### src/hw/rtl/mlt_pkg.sv
// Shared types and constants for the Micro language tokenizer.
// Used by mlt_scanner and micro_language_tokenizer; depends on nothing.
package mlt_pkg;

  typedef enum logic [3:0] {
    KIND_BEGIN  = 4'd0,
    KIND_END    = 4'd1,
    KIND_READ   = 4'd2,
    KIND_WRITE  = 4'd3,
    KIND_ID     = 4'd4,
    KIND_LIT    = 4'd5,
    KIND_LPAREN = 4'd6,
    KIND_RPAREN = 4'd7,
    KIND_SEMI   = 4'd8,
    KIND_COMMA  = 4'd9,
    KIND_ASSIGN = 4'd10,
    KIND_PLUS   = 4'd11,
    KIND_MINUS  = 4'd12,
    KIND_EOF    = 4'd13,
    KIND_ERROR  = 4'd14
  } kind_e;

  typedef enum logic [5:0] {
    MODE_IDLE    = 6'b000001,
    MODE_IDENT   = 6'b000010,
    MODE_NUMBER  = 6'b000100,
    MODE_COLON   = 6'b001000,
    MODE_MINUS   = 6'b010000,
    MODE_COMMENT = 6'b100000
  } mode_e;

  typedef struct packed {
    kind_e       kind;
    logic [30:0] value;
    logic [5:0]  len;
    logic [7:0]  bad;
    logic        last;
  } res_t;

  localparam res_t RES_NONE = '{kind: KIND_EOF, value: '0, len: '0, bad: '0, last: 1'b0};

  // Keyword spellings in upper case, first character in the low byte.
  localparam logic [39:0] KW_BEGIN = 40'h4E_49_47_45_42;
  localparam logic [39:0] KW_END   = 40'h00_00_44_4E_45;
  localparam logic [39:0] KW_READ  = 40'h00_44_41_45_52;
  localparam logic [39:0] KW_WRITE = 40'h45_54_49_52_57;

  localparam int unsigned KW_LEN_BEGIN = 5;
  localparam int unsigned KW_LEN_END   = 3;
  localparam int unsigned KW_LEN_READ  = 4;
  localparam int unsigned KW_LEN_WRITE = 5;
  localparam int unsigned CAPTURE_CHARS = 5;

  localparam logic [30:0] VALUE_MAX = 31'h7FFF_FFFF;
  localparam logic [7:0]  CH_EQUAL   = 8'h3D;
  localparam logic [7:0]  CH_NEWLINE = 8'h0A;
  localparam logic [7:0]  CH_COLON   = 8'h3A;
  localparam logic [7:0]  CH_DASH    = 8'h2D;
  localparam logic [7:0]  CH_UNDER   = 8'h5F;
  localparam logic [7:0]  CH_LPAREN  = 8'h28;
  localparam logic [7:0]  CH_RPAREN  = 8'h29;
  localparam logic [7:0]  CH_SEMI    = 8'h3B;
  localparam logic [7:0]  CH_COMMA   = 8'h2C;
  localparam logic [7:0]  CH_PLUS    = 8'h2B;
  localparam logic [7:0]  CH_SPACE   = 8'h20;

endpackage

### src/hw/rtl/mlt_scanner.sv
// Scanner state and per-character step logic for the Micro language tokenizer.
// Depends on mlt_pkg; produces up to two tokens for each accepted character.
module mlt_scanner #(
  parameter int unsigned MAX_LEXEME = 32
) (
  input  logic            clk_i,
  input  logic            rst_ni,
  input  logic            step_i,
  input  logic [7:0]      ch_i,
  input  logic            end_mark_i,
  output mlt_pkg::res_t   res_o [2],
  output logic [1:0]      n_o
);

  localparam int unsigned CntW = $clog2(MAX_LEXEME + 1);

  mlt_pkg::mode_e  mode_q, mode_d;
  logic [39:0]     cap_q, cap_d;
  logic [CntW-1:0] cnt_q, cnt_d;
  logic [30:0]     val_q, val_d;
  logic [1:0]      mix_q, mix_d;

  logic            is_up, is_lo, is_dg, is_sp, is_word;
  logic [7:0]      fold;
  logic            single_case;
  mlt_pkg::kind_e  word_kind;
  logic [5:0]      out_len;
  logic            fl_valid, st_valid, brk;
  mlt_pkg::res_t   fl_tok, st_tok, r0, r1;
  logic [1:0]      n;
  mlt_pkg::mode_e  st_mode;
  logic [39:0]     st_cap, cap_add;
  logic [CntW-1:0] st_cnt, cnt_inc;
  logic [30:0]     st_val, val_acc;
  logic [1:0]      st_mix;
  logic [34:0]     prod;

  always_comb begin
    is_up   = (ch_i >= 8'h41) && (ch_i <= 8'h5A);
    is_lo   = (ch_i >= 8'h61) && (ch_i <= 8'h7A);
    is_dg   = (ch_i >= 8'h30) && (ch_i <= 8'h39);
    is_sp   = (ch_i == mlt_pkg::CH_SPACE) || ((ch_i >= 8'd9) && (ch_i <= 8'd13));
    is_word = is_up || is_lo || is_dg || (ch_i == mlt_pkg::CH_UNDER);
    fold    = is_lo ? (ch_i - 8'd32) : ch_i;
  end

  // Keyword match only for words spelled in a single case.
  always_comb begin
    single_case = (mix_q == 2'b01) || (mix_q == 2'b10);
    word_kind   = mlt_pkg::KIND_ID;
    if (single_case) begin
      priority if ((cnt_q == CntW'(mlt_pkg::KW_LEN_BEGIN)) && (cap_q == mlt_pkg::KW_BEGIN)) begin
        word_kind = mlt_pkg::KIND_BEGIN;
      end else if ((cnt_q == CntW'(mlt_pkg::KW_LEN_END)) && (cap_q == mlt_pkg::KW_END)) begin
        word_kind = mlt_pkg::KIND_END;
      end else if ((cnt_q == CntW'(mlt_pkg::KW_LEN_READ)) && (cap_q == mlt_pkg::KW_READ)) begin
        word_kind = mlt_pkg::KIND_READ;
      end else if ((cnt_q == CntW'(mlt_pkg::KW_LEN_WRITE)) && (cap_q == mlt_pkg::KW_WRITE)) begin
        word_kind = mlt_pkg::KIND_WRITE;
      end else begin
        word_kind = mlt_pkg::KIND_ID;
      end
    end
    out_len = (32'(cnt_q) > 32'd63) ? 6'd63 : 6'(cnt_q);
  end

  // Token pending in the current mode, emitted when a character or the end mark ends it.
  always_comb begin
    fl_tok   = mlt_pkg::RES_NONE;
    fl_valid = 1'b0;
    unique case (mode_q)
      mlt_pkg::MODE_IDENT: begin
        fl_valid    = 1'b1;
        fl_tok.kind = word_kind;
        fl_tok.len  = out_len;
      end
      mlt_pkg::MODE_NUMBER: begin
        fl_valid     = 1'b1;
        fl_tok.kind  = mlt_pkg::KIND_LIT;
        fl_tok.value = val_q;
        fl_tok.len   = out_len;
      end
      mlt_pkg::MODE_COLON: begin
        fl_valid    = 1'b1;
        fl_tok.kind = mlt_pkg::KIND_ERROR;
        fl_tok.bad  = mlt_pkg::CH_COLON;
      end
      mlt_pkg::MODE_MINUS: begin
        fl_valid    = 1'b1;
        fl_tok.kind = mlt_pkg::KIND_MINUS;
      end
      default: fl_valid = 1'b0;
    endcase
  end

  // The character seen as the start of a new token.
  always_comb begin
    st_tok   = mlt_pkg::RES_NONE;
    st_valid = 1'b0;
    st_mode  = mlt_pkg::MODE_IDLE;
    st_cap   = '0;
    st_cnt   = '0;
    st_val   = '0;
    st_mix   = '0;
    priority if (is_sp) begin
      st_mode = mlt_pkg::MODE_IDLE;
    end else if (is_up || is_lo) begin
      st_mode = mlt_pkg::MODE_IDENT;
      st_cap  = {32'd0, fold};
      st_cnt  = CntW'(1);
      st_mix  = {is_lo, is_up};
    end else if (is_dg) begin
      st_mode = mlt_pkg::MODE_NUMBER;
      st_val  = {27'd0, ch_i[3:0]};
      st_cnt  = CntW'(1);
    end else if (ch_i == mlt_pkg::CH_COLON) begin
      st_mode = mlt_pkg::MODE_COLON;
    end else if (ch_i == mlt_pkg::CH_DASH) begin
      st_mode = mlt_pkg::MODE_MINUS;
    end else begin
      st_valid = 1'b1;
      priority if (ch_i == mlt_pkg::CH_LPAREN) begin
        st_tok.kind = mlt_pkg::KIND_LPAREN;
      end else if (ch_i == mlt_pkg::CH_RPAREN) begin
        st_tok.kind = mlt_pkg::KIND_RPAREN;
      end else if (ch_i == mlt_pkg::CH_SEMI) begin
        st_tok.kind = mlt_pkg::KIND_SEMI;
      end else if (ch_i == mlt_pkg::CH_COMMA) begin
        st_tok.kind = mlt_pkg::KIND_COMMA;
      end else if (ch_i == mlt_pkg::CH_PLUS) begin
        st_tok.kind = mlt_pkg::KIND_PLUS;
      end else begin
        st_tok.kind = mlt_pkg::KIND_ERROR;
        st_tok.bad  = ch_i;
      end
    end
  end

  // Continuing a word or a literal.
  always_comb begin
    cap_add = cap_q;
    if (cnt_q < CntW'(mlt_pkg::CAPTURE_CHARS)) begin
      cap_add[8*cnt_q[2:0] +: 8] = fold;
    end
    cnt_inc = (cnt_q < CntW'(MAX_LEXEME)) ? (cnt_q + CntW'(1)) : cnt_q;
    prod    = ({4'd0, val_q} << 3) + ({4'd0, val_q} << 1) + {31'd0, ch_i[3:0]};
    val_acc = (prod > {4'd0, mlt_pkg::VALUE_MAX}) ? mlt_pkg::VALUE_MAX : prod[30:0];
  end

  always_comb begin
    mode_d = mode_q;
    cap_d  = cap_q;
    cnt_d  = cnt_q;
    val_d  = val_q;
    mix_d  = mix_q;
    r0     = mlt_pkg::RES_NONE;
    r1     = mlt_pkg::RES_NONE;
    n      = 2'd0;
    brk    = 1'b0;
    if (end_mark_i) begin
      mode_d = mlt_pkg::MODE_IDLE;
      cap_d  = '0;
      cnt_d  = '0;
      val_d  = '0;
      mix_d  = '0;
      if (fl_valid) begin
        r0      = fl_tok;
        r1.kind = mlt_pkg::KIND_EOF;
        n       = 2'd2;
      end else begin
        r0.kind = mlt_pkg::KIND_EOF;
        n       = 2'd1;
      end
    end else begin
      unique case (mode_q)
        mlt_pkg::MODE_IDENT: begin
          if (is_word) begin
            cap_d = cap_add;
            cnt_d = cnt_inc;
            mix_d = mix_q | {is_lo, is_up};
          end else begin
            brk = 1'b1;
          end
        end
        mlt_pkg::MODE_NUMBER: begin
          if (is_dg) begin
            val_d = val_acc;
            cnt_d = cnt_inc;
          end else begin
            brk = 1'b1;
          end
        end
        mlt_pkg::MODE_COLON: begin
          if (ch_i == mlt_pkg::CH_EQUAL) begin
            mode_d  = mlt_pkg::MODE_IDLE;
            r0.kind = mlt_pkg::KIND_ASSIGN;
            n       = 2'd1;
          end else begin
            brk = 1'b1;
          end
        end
        mlt_pkg::MODE_MINUS: begin
          if (ch_i == mlt_pkg::CH_DASH) begin
            mode_d = mlt_pkg::MODE_COMMENT;
          end else begin
            brk = 1'b1;
          end
        end
        mlt_pkg::MODE_COMMENT: begin
          if (ch_i == mlt_pkg::CH_NEWLINE) begin
            mode_d = mlt_pkg::MODE_IDLE;
          end
        end
        mlt_pkg::MODE_IDLE: brk = 1'b1;
        default: mode_d = mlt_pkg::MODE_IDLE;
      endcase
      // The character that ends a token is scanned again as a fresh start.
      if (brk) begin
        mode_d = st_mode;
        cap_d  = st_cap;
        cnt_d  = st_cnt;
        val_d  = st_val;
        mix_d  = st_mix;
        if (fl_valid && st_valid) begin
          r0 = fl_tok;
          r1 = st_tok;
          n  = 2'd2;
        end else if (fl_valid) begin
          r0 = fl_tok;
          n  = 2'd1;
        end else if (st_valid) begin
          r0 = st_tok;
          n  = 2'd1;
        end
      end
    end
    if (n == 2'd1) begin
      r0.last = 1'b1;
    end
    if (n == 2'd2) begin
      r1.last = 1'b1;
    end
  end

  assign res_o[0] = r0;
  assign res_o[1] = r1;
  assign n_o      = n;

  always_ff @(posedge clk_i or negedge rst_ni) begin
    if (!rst_ni) begin
      mode_q <= mlt_pkg::MODE_IDLE;
      cap_q  <= '0;
      cnt_q  <= '0;
      val_q  <= '0;
      mix_q  <= '0;
    end else if (step_i) begin
      mode_q <= mode_d;
      cap_q  <= cap_d;
      cnt_q  <= cnt_d;
      val_q  <= val_d;
      mix_q  <= mix_d;
    end
  end

  a_two_last : assert property (@(posedge clk_i) disable iff (!rst_ni)
    (step_i && (n_o == 2'd2)) |-> (!res_o[0].last && res_o[1].last))
    else $error("two-token step must flag only the second token as last");

  a_eof_final : assert property (@(posedge clk_i) disable iff (!rst_ni)
    (step_i && end_mark_i) |->
      (((n_o == 2'd1) && (res_o[0].kind == mlt_pkg::KIND_EOF)) ||
       ((n_o == 2'd2) && (res_o[1].kind == mlt_pkg::KIND_EOF))))
    else $error("end mark must finish with an eof token");

  a_eof_idle : assert property (@(posedge clk_i) disable iff (!rst_ni)
    (step_i && end_mark_i) |=> (mode_q == mlt_pkg::MODE_IDLE))
    else $error("scanner not idle after end mark");

  a_comment_quiet : assert property (@(posedge clk_i) disable iff (!rst_ni)
    (step_i && !end_mark_i && (mode_q == mlt_pkg::MODE_COMMENT)) |-> (n_o == 2'd0))
    else $error("token emitted inside a comment");

endmodule

### src/hw/rtl/micro_language_tokenizer.sv
// A token is registered into the output queue when the item that completes it is accepted, and is shown from slot 0.
// Throughput: one item per cycle while each item yields at most one token and the consumer
// keeps up; an item yielding two tokens fills two entries of a three-entry queue and input waits.
// in_ready_o depends only on the queue fill, never combinationally on out_ready_i.
// Reset (rst_ni low, asynchronous) returns the scanner to idle and empties the queue.
// Top level of the Micro language tokenizer; depends on mlt_pkg and mlt_scanner.
module micro_language_tokenizer #(
  parameter int unsigned MAX_LEXEME = 32
) (
  input  logic        clk_i,
  input  logic        rst_ni,
  input  logic        in_valid_i,
  output logic        in_ready_o,
  input  logic [7:0]  ch_i,
  input  logic        end_mark_i,
  output logic        out_valid_o,
  input  logic        out_ready_i,
  output logic [3:0]  kind_o,
  output logic [30:0] literal_value_o,
  output logic [5:0]  lexeme_length_o,
  output logic [7:0]  bad_char_o,
  output logic        last_o
);

  // The scanner updates its mode and lexeme registers on every accepted item and
  // hands back up to two finished tokens in the same cycle.
  mlt_pkg::res_t res [2];
  logic [1:0]    res_n;
  logic          accept;

  assign accept = in_valid_i && in_ready_o;

  mlt_scanner #(
    .MAX_LEXEME (MAX_LEXEME)
  ) u_scanner (
    .clk_i      (clk_i),
    .rst_ni     (rst_ni),
    .step_i     (accept),
    .ch_i       (ch_i),
    .end_mark_i (end_mark_i),
    .res_o      (res),
    .n_o        (res_n)
  );

  // Output queue: slot 0 is the output register; slots shift down on every pop and new
  // tokens are appended right behind the surviving entries. Input is taken only while
  // two slots are certainly free, so a two-token item never overflows.
  mlt_pkg::res_t q_q [3];
  mlt_pkg::res_t q_d [3];
  mlt_pkg::res_t sh [3];
  logic [1:0]    cnt_q, cnt_d;
  logic [1:0]    base;
  logic [1:0]    push_n;
  logic          pop;

  assign out_valid_o = (cnt_q != 2'd0);
  assign in_ready_o  = (cnt_q <= 2'd1);
  assign pop         = out_valid_o && out_ready_i;

  always_comb begin
    base   = cnt_q - {1'b0, pop};
    push_n = accept ? res_n : 2'd0;
    sh[0]  = pop ? q_q[1] : q_q[0];
    sh[1]  = pop ? q_q[2] : q_q[1];
    sh[2]  = q_q[2];
    for (int i = 0; i < 3; i++) begin
      if (2'(i) < base) begin
        q_d[i] = sh[i];
      end else if (2'(i) == base) begin
        q_d[i] = res[0];
      end else if (2'(i) == (base + 2'd1)) begin
        q_d[i] = res[1];
      end else begin
        q_d[i] = sh[i];
      end
    end
    cnt_d = base + push_n;
  end

  always_ff @(posedge clk_i) begin
    q_q <= q_d;
  end

  always_ff @(posedge clk_i or negedge rst_ni) begin
    if (!rst_ni) begin
      cnt_q <= 2'd0;
    end else begin
      cnt_q <= cnt_d;
    end
  end

  assign kind_o          = q_q[0].kind;
  assign literal_value_o = q_q[0].value;
  assign lexeme_length_o = q_q[0].len;
  assign bad_char_o      = q_q[0].bad;
  assign last_o          = q_q[0].last;

  a_token_shows : assert property (@(posedge clk_i) disable iff (!rst_ni)
    (accept && (res_n != 2'd0)) |=> out_valid_o)
    else $error("token produced but no item offered on the output");

  a_fill_tracks : assert property (@(posedge clk_i) disable iff (!rst_ni)
    (!pop && accept) |=> (cnt_q >= $past(cnt_q)))
    else $error("queue fill dropped without a pop");

  a_last_order : assert property (@(posedge clk_i) disable iff (!rst_ni)
    (accept && (res_n == 2'd2) && !pop && (cnt_q == 2'd0)) |=> (!q_q[0].last && q_q[1].last))
    else $error("two-token item queued out of order");

endmodule
### config.mk
export PLATFORM = sky130hd
export DESIGN_NAME = micro_language_tokenizer
export DESIGN_NICKNAME = d
export VERILOG_FILES = /design/src/hw/rtl/mlt_pkg.sv /design/src/hw/rtl/mlt_scanner.sv /design/src/hw/rtl/micro_language_tokenizer.sv
export SDC_FILE = /design/constraint.sdc
export NUM_CORES = 1
export LEC_CHECK = 0
export ABC_AREA = 0
export ABC_CLOCK_PERIOD_IN_PS = 4700
export BUFFER_PORTS_ARGS = -buffer_cell sky130_fd_sc_hd__buf_2
export CAP_MARGIN = 20
export CELL_PAD_IN_SITES_DETAIL_PLACEMENT = 0
export CELL_PAD_IN_SITES_GLOBAL_PLACEMENT = 1
export CORE_UTILIZATION = 49
export DETAILED_ROUTE_END_ITERATION = 12
export PLACE_DENSITY = 0.87
export SLEW_MARGIN = 20
export SYNTH_ARGS = -nofsm -noshare
export SYNTH_HDL_FRONTEND = slang
export SYNTH_SLANG_ARGS = --single-unit
export TNS_END_PERCENT = 10
### constraint.sdc
create_clock -name clk_i -period 4.7 [get_ports clk_i]
set_clock_uncertainty 0.15 [all_clocks]
set_input_delay 0.705 -clock clk_i [delete_from_list [all_inputs] [get_ports clk_i]]
set_output_delay 0.705 -clock clk_i [all_outputs]
set_load 0.005 [all_outputs]
**Word-level counts from Yosys, hierarchy flattened**

Cells that the tools add are included.
Widths: inputs -> output; s select.

- Reduce and logical (&&, ||, !) cells: 35
- Equal/unequal tests: 38
- Shifts and indexed selects: 2
- $add $sub $neg: 8
- Magnitude comparators: 15
- Bitwise operators: 2
- Muxes and demuxes: 117

Operator list:

| kind | number |
|---|---|
| $mux 50 | 17 |
| $mux 31 | 8 |
| $mux 40 | 6 |
| $mux 6 | 18 |
| $mux 8 | 12 |
| $mux 46 | 2 |
| $eq 40x39->1 const B | 2 |
| $eq 8x6->1 const B | 9 |
| $mux 4 | 17 |
| $bwmux 40 | 1 |
| $eq 40x23->1 const B | 1 |
| $eq 40x31->1 const B | 1 |
| $shift 8x34->40 const A | 1 |
| $shiftx 8x34->40 | 1 |
| $add 34x32->35 | 1 |
| $add 35x4->35 | 1 |
| $gt 35x31->1 const B | 1 |
| $neg 6->34 | 1 |
| $mux 2 | 14 |
| $pmux 6 s4 | 1 |
| $ne 4x2->1 const B | 5 |
| $eq 6x3->1 const B | 3 |
| $ge 8x7->1 const B | 2 |
| $le 8x7->1 const B | 2 |
| 47 further kinds | 90 |

- Bits of input ports: 13
- Word-level logic and storage cells: 238
- Flip-flop bits (word level): 237
- Output and inout bits: 52

**Logic depth before layout (Yosys ltp)**

- Depth after elaboration: 19
- Mapped depth: 17
- Gate-level depth less buffers: 14

**Modules after synthesis**

A second synthesis with hierarchy kept.

- Cells, all modules: 1504
- Area, all modules: 15099.5 sq um

Modules (own cells, without submodules):

| module | area an instance (sq um) | instances | cells an instance |
|---|---|---|---|
| mlt_scanner | 7588.5 | 1 | 884 |
| micro_language_tokenizer | 7511.0 | 1 | 620 |

**Least setup slack after synthesis**

Ideal clock, no wire load.

- Path type: input to register
- Start point: in out_ready_i
- End point: reg (tool-made name)
- Required time: 3.954 ns
- Setup time: 0.596 ns
- Buffers on the path: 3
- Stages on the path: 11
- Data arrival time: 3.830 ns
- Path slack: 0.124 ns
- Path through: nand2_1 inv_2 buf_1 clkbuf_1 ha_1 xor2_1 inv_1 ha_1 clkinv_1 clkbuf_1 nand2_1

RTL lines:

| element | RTL line | text |
|---|---|---|
| start, declared | micro_language_tokenizer.sv:17 | `input logic out_ready_i,` |

**Final worst setup path**

- Start point: reg u_scanner.val_q[0]
- End point: reg u_scanner.val_q[9]

- Word-level cells in the longest chain between the ends: 8

RTL lines:

| element | RTL line | text |
|---|---|---|
| start, declared | mlt_scanner.sv:20 | `logic [30:0] val_q, val_d;` |
| start signal, assigned | mlt_scanner.sv:260 | `val_q <= val_d;` |
| $add 34x32->35 (*) | mlt_scanner.sv:146 | `prod = ({4'd0, val_q} << 3) + ({4'd0, val_q} << 1) + {31'd0, ch_i[3:0]};` |
| $add 35x4->35 (*) | mlt_scanner.sv:146 |  |
| $gt 35x31->1 | mlt_scanner.sv:147 | `val_acc = (prod > {4'd0, mlt_pkg::VALUE_MAX}) ? mlt_pkg::VALUE_MAX : prod[30:0];` |
| $mux 31 (*) | mlt_scanner.sv:147 |  |
| $mux 31 (*) | mlt_scanner.sv:186 | `if (is_dg) begin` |
| $mux 31 (*) | mlt_scanner.sv:175 | `unique case (mode_q)` |
| $mux 31 (*) | mlt_scanner.sv:218 | `if (brk) begin` |
| $mux 31 (*) | mlt_scanner.sv:160 | `if (end_mark_i) begin` |

Mark *: on every way between the ends. The rest lies on a longest branch, timed or not. The select of a mux whose other input is x is not followed.
A chain may end at the register's enable or synchronous reset.

==> out/qor.txt <==
Clock Sinks: 237
outcome: completed
Core ar.: 27,100 µm²
EDFF count, synth: 100
syn_area_per_cell: 9.56 µm²
Max Fclk: 242 MHz
DIE AREA: 28,500 µm²
Starting Density: 50.4%
PostCTS Resize Cnt: 0
Num CTS Buffers: 27
Detailed Route WL: 35,600 µm
DIE HEIGHT: 169 µm
Power, Total: 8480 µW
root buf cell: clkbuf_16
Yosys cell types: 83
initial antenna violation count: 2
Placer Congestion: 0.952
vias in the first global route: 10.6k
Slew Limit Fails: 0
most common cell in the netlist: nand2_1
Die X: 169 µm
PortBufs: 64
critical path peak fanout: 23
reg2reg setup slack: 0.57 ns
worst skew pair latency: 0.54 ns
Pwr Density: 566 nW/µm²
VDD IR-drop max: 0.807 mV
reg2reg end: u_scanner.val_q[9]
Hold Path Class: primary input to async pin
Initial DRC Count: 873
Crit Path Class: flop to flop
fraction of registers with async set/reset: 36.7%
Yosys reg bits: 237
Gate Count Post-Synth: 1,427
Setup TNS Final: 0 ns
Slew HR: 26.8%
sum of buffers and inverters on the critical path: 4
register area share after synthesis: 45.3%
largest net degree at the start of global routing: 72
Post-CTS Repair Setup Buffers: 0
top cells by area, synth: edfxtp_1 22%, dfrtp_1 16%, dfxtp_1 7.3%
wire per inst: 19.5 µm
GRT Total Usage: 25.1%
row count: 60
Tcrit/Tclk final: 87.9%
CTS tree: yes
clock-pin slew on the worst setup and hold paths: 0.06 ns
Critical Path Start Type: flop
r2r startpoint: u_scanner.val_q[0]
max incr delay on CP: 0.56 ns
max cap viols: 0
Pleak: 0.00643 µW
Worst Tran Pin Value: 1.10 ns
layout cells sized above 1: 11.4%
Final min period: 4.13 ns
top cells by count, synth: 173 x nand2_1, 100 x edfxtp_1, 86 x dfrtp_1, 83 x nor2_1, 75 x ha_1
CTS Hold Bufs: 0
post-synth net total: 1,517
crit path DAT: 4.38 ns
vias per inst: 6.09
final hold viol count: 0
cell area after synthesis: 13,600 µm²
worst path required time: 4.95 ns
worst-case clock buffer depth: 3
H-Tree Depth: 1
DRT antenna net count: 0
total grt overflow: 0
Yosys warnings: 0
Setup-failing EPs final: 0
critical path cell sequence: inv_1, fa_1, inv_1, ha_1, a211oi_1, o211ai_1, a2111oi_0, o21ai_0, a21oi_1, xor2_1, o31ai_1, buf_4, o21ai_1, buf_4, o211ai_1
Yosys top cell area share: 22.0%
predominant post-synthesis flop cell: edfxtp_1
delay-heaviest family, CP: compound AO/OA/AOI/OAI gates
fin nets: 1,519
reg2reg path depth: 15
crit path capture type: flop
I/O pins: 65
TritonRoute pass-1 iters: 5
RSZ-0062 raised after global routing: false
post-synth top area cell: edfxtp_1
Layout area overhead: 9.66%
vias post-DR: 11.1k
drc violations: 0
slowest CP cell: fa_1
first-pass GRT wire length: 57,100 µm
dpl hpwl: 24,800 µm
[where the power goes]
part	switching (µW)	internal [µW]	total, µW
logic	2090	928	3010
registers	244	3090	3330
clock network	845	1290	2130
[worst max-delay path by stage]
stage,start,endpoint,cells past startpoint
global route,u_scanner.val_q[0],u_scanner.val_q[21],15
detailed placement,ch_i[3],u_scanner.val_q[9],16
floorplan,out_ready_i,flop,11
CTS,u_scanner.val_q[0],u_scanner.val_q[9],15
finish,u_scanner.val_q[0],u_scanner.val_q[9],15
global placement,ch_i[3],u_scanner.val_q[21],16
[cells in the final DEF (no fill, tap or decap), drive strengths merged, types with 34 or more instances in the layout]
cell / Yosys / routed
nand2: 173 / 173
o21ai: 119 / 119
edfxtp: 100 / 100
buf: 59 / 100
dfrtp: 86 / 86
nor2: 86 / 86
ha: 75 / 75
a21oi: 74 / 74
nand3: 55 / 55
dfxtp: 50 / 50
inv: 44 / 45
mux2i: 44 / 44
clkbuf: 68 / 36
a22o: 34 / 34
[cell families after synthesis]
kind of cell             Yosys count  synth area share [%]
AO/OA/AOI/OAI                    388                  18.8
XOR/XNOR                          35                  2.25
flip-flops                       237                  45.3
adder cells (fa/ha/maj)           77                  7.17
buffers and inverters            173                  6.18
multiplexers                      47                  3.47
AND/OR/NAND/NOR                  470                  16.9
[cell type report]
class                           instances  area [µm²]
Antenna cell                            1        2.50
Clock buffer                           36         751
Clock inverter                         13         151
Fill cell                            2403       12100
Inverter                               46         173
Multi-Input combinational cell       1017        6640
Sequential cell                       237        6180
Tap cell                              372         465
Timing Repair Buffer                  100         606
[stage by stage]
stage	utilization (%)	worst slack [ns]	hold slack, ns	instance area (µm²)	std cells
6_report	55.2	0.571	0.0847	15000	1822
2_1_floorplan	-	0.124	0.259	13600	1427
5_1_grt	55.2	0.220	0.136	15000	1821
4_1_cts	55.2	0.573	0.0910	15000	1821
3_3_place_gp	51.9	0.315	0.314	14100	1772
3_5_place_dp	51.9	0.223	0.320	14100	1772
[worst register-to-register path: cells and delay by family, from the launching register on]
family	cells	cell delay (ns)
flops	1	0.47
compound gates	8	1.75
buf+inv	4	0.62
xor+xnor	1	0.17
fa+ha+maj	2	0.86
[routing by layer]
| metal | vias to the layer above | GRT usage, % | routed length (µm) |
|---|---|---|---|
| li1 | 5238 | - | - |
| met1 | 5444 | 34.4 | 16100 |
| met2 | 362 | 41.7 | 16800 |
| met3 | 41 | 4.00 | 2150 |
| met4 | 2 | 5.73 | 535 |
| met5 | - | 0 | 13 |
Power figures use the tool's default switching activity.
